<file path="src/hw/rtl/marker_seek_planner_core_macros.svh">
// Assertion helpers shared by the planner RTL. They assume the house clock
// and reset names clk and rst.
`ifndef MARKER_SEEK_PLANNER_CORE_MACROS_SVH
`define MARKER_SEEK_PLANNER_CORE_MACROS_SVH

// Same-cycle implication, checked outside reset.
`define MSP_ASSERT_NOW(label, ante, cons) \
  label: assert property (@(posedge clk) disable iff (rst) (ante) |-> (cons)) \
    else $error("planner check failed");

// Next-cycle implication, checked outside reset.
`define MSP_ASSERT_NEXT(label, ante, cons) \
  label: assert property (@(posedge clk) disable iff (rst) (ante) |=> (cons)) \
    else $error("planner check failed");

`endif

</file>
<file path="src/hw/rtl/msp_pkg.sv">
`timescale 1ns / 1ps
`default_nettype none

package msp_pkg;

  typedef enum logic [2:0] {
    MODE_IDLE   = 3'd0,
    MODE_SEARCH = 3'd1,
    MODE_START  = 3'd2,
    MODE_TURN   = 3'd3,
    MODE_DRIVE  = 3'd4,
    MODE_TARGET = 3'd5
  } mode_t;

  typedef enum logic [2:0] {
    REG_LINEAR_GAIN     = 3'd0,
    REG_ANGULAR_GAIN    = 3'd1,
    REG_WANTED_DISTANCE = 3'd2,
    REG_TARGET_ID       = 3'd3,
    REG_START_ID        = 3'd4,
    REG_LOST_TIMEOUT    = 3'd5,
    REG_TURN_DURATION   = 3'd6
  } reg_idx_t;

  localparam int ADDR_W = 5;

  localparam logic [31:0] LIN_MAX = 32'd80000;
  localparam logic [31:0] LIN_MIN = 32'd30000;
  localparam logic [31:0] ROT_MAX = 32'd628318;
  localparam logic [31:0] ROT_MIN = 32'd188496;
  localparam logic [15:0] ANG_THRESH = 16'd8;
  localparam logic [15:0] LIN_THRESH = 16'd10;

  typedef struct packed {
    logic              func;
    logic [9:0]        tag_id;
    logic signed [15:0] marker_x;
    logic [15:0]       marker_z;
  } tick_t;

  typedef struct packed {
    logic signed [17:0] fwd_speed;
    logic signed [20:0] yaw_rate;
    logic [2:0]         planner_mode;
    logic               marker_seen;
  } cmd_t;

  typedef struct packed {
    logic [23:0] linear_gain;
    logic [23:0] angular_gain;
    logic [15:0] wanted_distance;
    logic [9:0]  target_id;
    logic [9:0]  start_id;
    logic [15:0] lost_timeout;
    logic [19:0] turn_duration;
  } cfg_t;

  // All the speed stage needs of a tick: the mode that acted, rest updated.
  typedef struct packed {
    mode_t       mode;
    logic        seen;
    logic [15:0] abs_x;
    logic        x_pos;
    logic [15:0] abs_de;
    logic        de_neg;
    logic        amove;
    logic        lmove;
  } snap_t;

endpackage

`default_nettype wire

</file>
<file path="src/hw/rtl/msp_regs.sv">
`timescale 1ns / 1ps
`default_nettype none

module msp_regs (
  input  wire logic                      clk,
  input  wire logic                      rst,
  input  wire logic                      psel,
  input  wire logic                      penable,
  input  wire logic                      pwrite,
  input  wire logic [msp_pkg::ADDR_W-1:0] paddr,
  input  wire logic [31:0]               pwdata,
  output logic [31:0]                    prdata,
  output logic                           pready,
  output msp_pkg::cfg_t                  cfg
);
  import msp_pkg::*;

  logic     wr_en;
  reg_idx_t idx;

  assign pready = 1'b1;
  assign wr_en  = psel && penable && pwrite;
  assign idx    = reg_idx_t'(paddr[ADDR_W-1:2]);

  always_ff @(posedge clk) begin
    if (rst) begin
      cfg.linear_gain     <= 24'd128000;
      cfg.angular_gain    <= 24'd1280000;
      cfg.wanted_distance <= 16'd250;
      cfg.target_id       <= 10'd42;
      cfg.start_id        <= 10'd0;
      cfg.lost_timeout    <= 16'd500;
      cfg.turn_duration   <= 20'd10000;
    end else if (wr_en) begin
      unique case (idx)
        REG_LINEAR_GAIN:     cfg.linear_gain     <= pwdata[23:0];
        REG_ANGULAR_GAIN:    cfg.angular_gain    <= pwdata[23:0];
        REG_WANTED_DISTANCE: cfg.wanted_distance <= pwdata[15:0];
        REG_TARGET_ID:       cfg.target_id       <= pwdata[9:0];
        REG_START_ID:        cfg.start_id        <= pwdata[9:0];
        REG_LOST_TIMEOUT:    cfg.lost_timeout    <= pwdata[15:0];
        REG_TURN_DURATION:   cfg.turn_duration   <= pwdata[19:0];
        default: ;
      endcase
    end
  end

  always_comb begin
    unique case (idx)
      REG_LINEAR_GAIN:     prdata = {8'd0, cfg.linear_gain};
      REG_ANGULAR_GAIN:    prdata = {8'd0, cfg.angular_gain};
      REG_WANTED_DISTANCE: prdata = {16'd0, cfg.wanted_distance};
      REG_TARGET_ID:       prdata = {22'd0, cfg.target_id};
      REG_START_ID:        prdata = {22'd0, cfg.start_id};
      REG_LOST_TIMEOUT:    prdata = {16'd0, cfg.lost_timeout};
      REG_TURN_DURATION:   prdata = {12'd0, cfg.turn_duration};
      default:             prdata = 32'd0;
    endcase
  end

endmodule

`default_nettype wire

</file>
<file path="src/hw/rtl/msp_speed.sv">
`timescale 1ns / 1ps
`default_nettype none

module msp_speed (
  input  wire msp_pkg::snap_t snap,
  input  wire logic [23:0] linear_gain,
  input  wire logic [23:0] angular_gain,
  output msp_pkg::cmd_t  cmd
);
  import msp_pkg::*;

  logic [39:0] ang_prod;
  logic [39:0] lin_prod;
  logic [31:0] ang_raw;
  logic [31:0] lin_raw;
  logic [31:0] ang_mag;
  logic [31:0] lin_mag;
  logic signed [20:0] ang_signed;
  logic signed [17:0] lin_signed;

  assign ang_prod = {24'd0, snap.abs_x} * {16'd0, angular_gain};
  assign lin_prod = {24'd0, snap.abs_de} * {16'd0, linear_gain};
  assign ang_raw  = ang_prod[39:8];
  assign lin_raw  = lin_prod[39:8];

  // A zero product still lands on the minimum speed.
  always_comb begin
    if (ang_raw >= ROT_MAX)      ang_mag = ROT_MAX;
    else if (ang_raw <= ROT_MIN) ang_mag = ROT_MIN;
    else                         ang_mag = ang_raw;
    if (lin_raw >= LIN_MAX)      lin_mag = LIN_MAX;
    else if (lin_raw <= LIN_MIN) lin_mag = LIN_MIN;
    else                         lin_mag = lin_raw;
  end

  assign ang_signed = snap.x_pos  ? -$signed(ang_mag[20:0]) : $signed(ang_mag[20:0]);
  assign lin_signed = snap.de_neg ? -$signed(lin_mag[17:0]) : $signed(lin_mag[17:0]);

  always_comb begin
    cmd.fwd_speed    = 18'sd0;
    cmd.yaw_rate     = 21'sd0;
    cmd.planner_mode = snap.mode;
    cmd.marker_seen  = snap.seen;
    case (snap.mode)
      MODE_START, MODE_TURN: begin
        cmd.yaw_rate = $signed(ROT_MAX[20:0]);
      end
      MODE_DRIVE: begin
        if (snap.amove) cmd.yaw_rate  = ang_signed;
        if (snap.lmove) cmd.fwd_speed = lin_signed;
      end
      default: ;
    endcase
  end

endmodule

`default_nettype wire

</file>
<file path="src/hw/rtl/marker_seek_planner_core.sv">
// Marker seek planner. One word on the tick channel is one 1 ms planner tick,
// optionally carrying a marker report (func high). Every tick yields exactly one
// word on the cmd channel: linear and angular speed, the planner mode that acted
// and whether a marker is currently tracked.
//
// The planner state is updated in the cycle a tick is accepted, together with a
// snapshot for the speed stage; the speed multiplies and clamps run from that
// snapshot into the cmd register once the cmd side can advance. One tick is
// taken per cycle while tick_stall is low; the single state update completes in
// the accept cycle.
//
// When cmd_stall is high the cmd word holds; one further tick can still be
// taken into the middle stage before tick_stall rises.
//
// Reset (rst, synchronous) empties both stages, returns the registers to their
// documented values and puts the planner in idle with no marker seen.
// Registers sit on the APB port at byte address 4*index and should be written
// only while no tick is in flight.
`timescale 1ns / 1ps
`default_nettype none

module marker_seek_planner_core (
  input  wire logic                      clk,
  input  wire logic                      rst,
  input  wire logic                      tick_valid,
  output logic                           tick_stall,
  input  wire msp_pkg::tick_t            tick,
  output logic                           cmd_valid,
  input  wire logic                      cmd_stall,
  output msp_pkg::cmd_t                  cmd,
  input  wire logic                      psel,
  input  wire logic                      penable,
  input  wire logic                      pwrite,
  input  wire logic [msp_pkg::ADDR_W-1:0] paddr,
  input  wire logic [31:0]               pwdata,
  output logic [31:0]                    prdata,
  output logic                           pready
);
  import msp_pkg::*;

  `include "marker_seek_planner_core_macros.svh"

  cfg_t cfg;

  // Planner state
  mode_t              mode;
  mode_t              mode_next;
  logic               seen_valid;
  logic [9:0]         seen_id;
  logic signed [16:0] last_x;
  logic signed [17:0] distance_error;
  logic [15:0]        since_seen;
  logic [19:0]        turn_elapsed;
  logic               turn_done;

  logic               seen_valid_next;
  logic [9:0]         seen_id_next;
  logic signed [16:0] last_x_next;
  logic signed [17:0] distance_error_next;
  logic [15:0]        since_seen_next;
  logic [19:0]        turn_elapsed_next;
  logic [19:0]        turn_inc;
  logic               turn_done_next;

  logic        tgt;
  logic [15:0] abs_x;
  logic [15:0] abs_de;
  logic        x_small;
  logic        de_small;
  logic        amove;
  logic        lmove;

  // Pipeline
  logic  s1_valid;
  snap_t snap;
  snap_t snap_next;
  logic  advance;
  logic  tick_acc;
  cmd_t  cmd_next;

  msp_regs u_regs (
    .clk     (clk),
    .rst     (rst),
    .psel    (psel),
    .penable (penable),
    .pwrite  (pwrite),
    .paddr   (paddr),
    .pwdata  (pwdata),
    .prdata  (prdata),
    .pready  (pready),
    .cfg     (cfg)
  );

  assign advance    = !cmd_valid || !cmd_stall;
  assign tick_stall = s1_valid && !advance;
  assign tick_acc   = tick_valid && !tick_stall;

  // Report or timer update, ahead of the planner decision.
  always_comb begin
    seen_valid_next     = seen_valid;
    seen_id_next        = seen_id;
    last_x_next         = last_x;
    distance_error_next = distance_error;
    since_seen_next     = since_seen;
    if (tick.func) begin
      seen_valid_next     = 1'b1;
      seen_id_next        = tick.tag_id;
      since_seen_next     = 16'd0;
      last_x_next         = 17'(tick.marker_x);
      distance_error_next = $signed({2'b00, tick.marker_z})
                          - $signed({2'b00, cfg.wanted_distance});
    end else begin
      if (since_seen != 16'hFFFF) since_seen_next = since_seen + 16'd1;
      if (since_seen_next >= cfg.lost_timeout) seen_valid_next = 1'b0;
    end
  end

  assign tgt      = seen_valid_next && (seen_id_next == cfg.target_id);
  assign abs_x    = last_x_next[16] ? 16'(-last_x_next) : 16'(last_x_next);
  assign abs_de   = distance_error_next[17] ? 16'(-distance_error_next)
                                            : 16'(distance_error_next);
  assign x_small  = abs_x <= ANG_THRESH;
  assign de_small = abs_de <= LIN_THRESH;
  assign turn_inc = (turn_elapsed != 20'hFFFFF) ? turn_elapsed + 20'd1 : turn_elapsed;

  // Next state
  always_comb begin
    mode_next = mode;
    unique case (mode)
      MODE_SEARCH: mode_next = tgt ? MODE_DRIVE : MODE_START;
      MODE_START:  mode_next = MODE_TURN;
      MODE_TURN: begin
        if (tgt)            mode_next = MODE_DRIVE;
        else if (turn_done) mode_next = MODE_IDLE;
      end
      MODE_DRIVE: begin
        if (!tgt)                      mode_next = MODE_SEARCH;
        else if (x_small && de_small)  mode_next = MODE_TARGET;
      end
      MODE_TARGET: begin
        if (!tgt || !x_small || !de_small) mode_next = MODE_SEARCH;
      end
      default: begin
        if (seen_valid_next && (seen_id_next == cfg.start_id)) mode_next = MODE_SEARCH;
      end
    endcase
  end

  // State outputs: turn timer and drive gating
  always_comb begin
    turn_elapsed_next = turn_elapsed;
    turn_done_next    = turn_done;
    amove             = 1'b1;
    lmove             = 1'b1;
    unique case (mode)
      MODE_SEARCH: turn_done_next = 1'b0;
      MODE_START:  turn_elapsed_next = 20'd0;
      MODE_TURN: begin
        turn_elapsed_next = turn_inc;
        // The cleared flag can be set again by the timer in the same tick.
        if (tgt) turn_done_next = 1'b0;
        if (turn_inc >= cfg.turn_duration) turn_done_next = 1'b1;
      end
      MODE_DRIVE: begin
        if (tgt) begin
          amove = !x_small;
          lmove = !de_small;
        end
      end
      default: ;
    endcase
  end

  always_comb begin
    snap_next.mode   = mode;
    snap_next.seen   = seen_valid_next;
    snap_next.abs_x  = abs_x;
    snap_next.x_pos  = !last_x_next[16] && (last_x_next != 17'sd0);
    snap_next.abs_de = abs_de;
    snap_next.de_neg = distance_error_next[17];
    snap_next.amove  = amove;
    snap_next.lmove  = lmove;
  end

  msp_speed u_speed (
    .snap         (snap),
    .linear_gain  (cfg.linear_gain),
    .angular_gain (cfg.angular_gain),
    .cmd          (cmd_next)
  );

  always_ff @(posedge clk) begin
    if (rst) begin
      mode           <= MODE_IDLE;
      seen_valid     <= 1'b0;
      seen_id        <= 10'd0;
      last_x         <= 17'sd1000;
      distance_error <= 18'sd1000;
      since_seen     <= 16'd0;
      turn_elapsed   <= 20'd0;
      turn_done      <= 1'b0;
      s1_valid       <= 1'b0;
      cmd_valid      <= 1'b0;
    end else begin
      if (tick_acc) begin
        mode           <= mode_next;
        seen_valid     <= seen_valid_next;
        seen_id        <= seen_id_next;
        last_x         <= last_x_next;
        distance_error <= distance_error_next;
        since_seen     <= since_seen_next;
        turn_elapsed   <= turn_elapsed_next;
        turn_done      <= turn_done_next;
      end
      s1_valid <= tick_acc || (s1_valid && !advance);
      if (advance) cmd_valid <= s1_valid;
    end
  end

  always_ff @(posedge clk) begin
    if (tick_acc) snap <= snap_next;
    if (advance && s1_valid) cmd <= cmd_next;
  end

  `MSP_ASSERT_NOW(a_idle_still,
    cmd_valid && (cmd.planner_mode == MODE_IDLE || cmd.planner_mode == MODE_SEARCH),
    cmd.fwd_speed == 18'sd0 && cmd.yaw_rate == 21'sd0)
  `MSP_ASSERT_NEXT(a_start_to_turn,
    tick_acc && mode == MODE_START,
    mode == MODE_TURN && turn_elapsed == 20'd0)
  `MSP_ASSERT_NEXT(a_report_seen,
    tick_acc && tick.func,
    seen_valid && since_seen == 16'd0 && snap.seen)
  `MSP_ASSERT_NOW(a_lin_bound,
    cmd_valid,
    cmd.fwd_speed <= 18'sd80000 && cmd.fwd_speed >= -18'sd80000)

endmodule

`default_nettype wire

</file>
<file path="config.mk">
export PLATFORM = sky130hd
export DESIGN_NAME = marker_seek_planner_core
export DESIGN_NICKNAME = d
export VERILOG_FILES = /design/src/hw/rtl/msp_pkg.sv /design/src/hw/rtl/msp_regs.sv /design/src/hw/rtl/msp_speed.sv /design/src/hw/rtl/marker_seek_planner_core.sv
export VERILOG_INCLUDE_DIRS = /design/src /design/src/hw/rtl
export SDC_FILE = /design/constraint.sdc
export NUM_CORES = 2
export LEC_CHECK = 0
export BUFFER_PORTS_ARGS = -buffer_cell sky130_fd_sc_hd__clkbuf_2
export CORE_ASPECT_RATIO = 0.7
export CORE_MARGIN = 10
export CORE_UTILIZATION = 62
export DETAILED_ROUTE_END_ITERATION = 8
export GPL_ROUTABILITY_DRIVEN = 1
export PLACE_DENSITY = 0.77
export SYNTH_ARGS = -nofsm -noshare
export SYNTH_HDL_FRONTEND = slang
export SYNTH_SLANG_ARGS = --single-unit
</file>
<file path="constraint.sdc">
create_clock -name clk -period 16.2 [get_ports clk]
set_input_delay 3.24 -clock clk [delete_from_list [all_inputs] [get_ports clk]]
set_output_delay 3.24 -clock clk [all_outputs]
set_load 0.005 [all_outputs]
</file>
==> flow_summary.json <==
{
  "num_rows": 80,
  "fin_area_um2": 44530,
  "dieArea_um2": 79230,
  "cts.sinks": 290,
  "port_buffers": 145,
  "area_growth_pct": 5.295,
  "crit_top_cell": "fa_1",
  "post_cts_resized": 0,
  "gp_congestion": 0.9524,
  "synth_seq_cells": 290,
  "hold_path_end": "cmd[0]",
  "synth_edf_count": 83,
  "num_vias": 35800,
  "grt_pass1_vias": 35280,
  "die_x_um": 332.2,
  "slew_violations": 0,
  "critPathMaxFanout": 24,
  "regToRegEndpoint": "cmd[22]",
  "worstHoldStart": "snap[36]",
  "powerDensity_nw_per_um2": 177.3,
  "root_buffer": "clkbuf_16",
  "cap_viol_max_count": 0,
  "worst_pin_slew_ps": 1314,
  "rr_worst_depth": 29,
  "cts_max_path_buffers": 3,
  "placed_cells_incl_taps": 5825,
  "hold_depth": 0,
  "ctsHoldBuffers": 0,
  "seq_area_frac_synth_pct": 15.69,
  "crit_slowest_cell": "edfxtp_1",
  "async_reset_ff_share_pct": 0,
  "grt_usage_pct": 30.14,
  "finalCriticalPeriod_ps": 10160,
  "vias_per_cell": 6.083,
  "slew_headroom_pct": 11.89,
  "netlist_instances": 5010,
  "ir_worst_vdd_v": 0.0003399,
  "ys_types": 105,
  "outcome": "complete, no violations",
  "worstHoldPathType": "flop to flop",
  "crit_required_ps": 16560,
  "cp-start-kind": "flop",
  "routed_wl_um": 120900,
  "postCtsSetupBuffers": 0,
  "drtIter0Drc": 3504,
  "fin_tns_setup_ps": 0,
  "avgSynthCellArea_um2": 8.442,
  "path_clk_slew_ps": 60,
  "r2r_slack_ps": 6040,
  "synth_ff_type": "dfxtp_1",
  "routedWlPerCell_um": 20.54,
  "stdcell_count": 5884,
  "grt_max_degree": 76,
  "yosys_warnings": 0,
  "start_util_pct": 62.32,
  "drt_pass1_iterations": 5,
  "hold_viol_final": 0,
  "cts_tree": "done",
  "fin_skew_ps": 21.52,
  "hpwl_um": 92750,
  "criticalPathCategory": "flop to flop",
  "end_kind": "flop",
  "fmax_ghz": 0.09838,
  "grt_pass1_wl_um": 194100,
  "nets": 5930,
  "place_area_um2": 43400,
  "pin_count": 165,
  "die_h_um": 238.5,
  "syn_area_um2": 42290,
  "core_um2": 67870,
  "rsz0062_at_grt": "no",
  "drive_gt1_share_pct": 6.444,
  "gr-total-overflow": 0,
  "cp.arrival_ps": 10530,
  "hold_slack_ps": 422.2,
  "cts_buffers": 31,
  "drtAntennaViolNets": 0,
  "setup_violations": 0,
  "rr_startpoint": "snap[35]",
  "cpPeakStageDelay_ps": 1020,
  "period_share_pct": 62.74,
  "clkLatencyLatePin_ps": 650,
  "antenna_found_initial": 2,
  "htree_levels": 1,
  "drcViolationCount": 0,
  "p_leak_uw": 0.02081
}
## flip-flops by register name (all words and copies together), names as in the netlist, 3 cells and up
| name | flops |
|---|---|
| cmd | 43 |
| distance_error | 17 |
| last_x | 17 |
| mode | 3 |
| seen_id | 10 |
| since_seen | 16 |
| snap | 40 |
| turn_elapsed | 20 |
| u_regs.cfg | 120 |
## cell type report
cell class	count	area, um^2
Antenna cell	1	2.502
Clock buffer	38	875.8
Clock inverter	20	251.5
Fill cell	5715	23330
Inverter	690	2591
Multi-Input combinational cell	3749	31950
Sequential cell	290	6636
Tap cell	902	1129
Timing Repair Buffer	194	1096
## routing by layer
metal	wire, um	GRT usage, %	share of wire [%]	up-vias
li1	-	-	-	16160
met1	52450	44.60	43	17530
met2	50010	42.93	41	1935
met3	15580	8.693	13	173
met4	2803	6.986	2.3	4
met5	27	0	0.022	-
## worst max-delay path: cells and delay by family, from the launching register on
kind | cells | cell delay, ps
simple gates | 8 | 2600
fa+ha+maj | 8 | 3530
mux | 1 | 250
compound gates | 9 | 2250
flops | 1 | 1020
buf+inv | 3 | 180
## worst max-delay path by stage
stage                   startpoint  endpoint  slack, ps  cells past startpoint
detailed placement        snap[23]   cmd[22]       6170                     29
global route              snap[35]   cmd[22]       5370                     29
global placement          snap[34]   cmd[22]       6240                     28
finish                    snap[35]   cmd[22]       6040                     29
floorplan           u_regs.cfg[88]   cmd[20]       7610                     32
CTS                       snap[35]   cmd[22]       6110                     29
## power breakdown
| part | internal (uW) | switching, uW | leakage, uW |
|---|---|---|---|
| logic | 2260 | 4000 | 0.0178 |
| clock network | 465 | 334 | 0.000545 |
| registers | 782 | 52.7 | 0.00248 |
## logic make-up after synthesis
| kind of cell | synth area share, % |
|---|---|
| fa+ha+maj | 37.09 |
| simple gates | 19.96 |
| compound gates | 12.98 |
| mux | 2.370 |
| buf+inv | 8.893 |
| other cells | 0.01776 |
| flops | 15.69 |
| xor+xnor | 3.003 |
## cell usage in the layout, fill, tap and decap left out, types with 64 or more instances in the layout
| cell type | count |
|---|---|
| and2_1 | 355 |
| inv_1 | 687 |
| o21ai_0 | 137 |
| mux2i_1 | 72 |
| edfxtp_1 | 83 |
| ha_1 | 276 |
| a21oi_1 | 272 |
| dfxtp_1 | 207 |
| nand3_1 | 75 |
| xnor2_1 | 81 |
| nand2_1 | 859 |
| clkbuf_2 | 143 |
| fa_1 | 611 |
| xor2_1 | 64 |
| nor2_1 | 217 |
## synth_stat cells (15+ instances only)
master    number  share of area, %
and3_1        34              0.50
o21ai_0      137               1.6
xor2_1        64               1.3
dfxtp_1      207               9.8
and2_1       355               5.3
xnor2_1       81               1.7
nor2_1       218               1.9
o211ai_1      58               1.0
nor4_1        18              0.27
a31oi_1       22              0.33
a21oi_1      272               3.2
a22oi_1       40              0.71
edfxtp_1      83               5.9
nor3_1        61              0.72
nor2b_1       17              0.25
nand4_1       42              0.62
inv_1        687               6.1
or3_1         24              0.35
nand3_1       75              0.89
fa_1         611                29
o21bai_1      19              0.34
buf_2         27              0.32
nand2_1      859               7.6
ha_1         276               8.2
a211oi_1      40              0.71
mux2i_1       72               1.7
o21a_1        28              0.50
mux2_2        15              0.40
clkbuf_1     237               2.1
a21o_1        47              0.83
## stage by stage
step	power (uW)	utilization (%)	setup slack, ps
5_1_grt	8649	65.62	5369
4_1_cts	7772	65.62	6112
3_5_place_dp	6945	63.96	6171
2_1_floorplan	5509	-	7609
6_report	7896	65.62	6036
3_3_place_gp	6834	63.96	6240
Power figures use the tool's default switching activity.
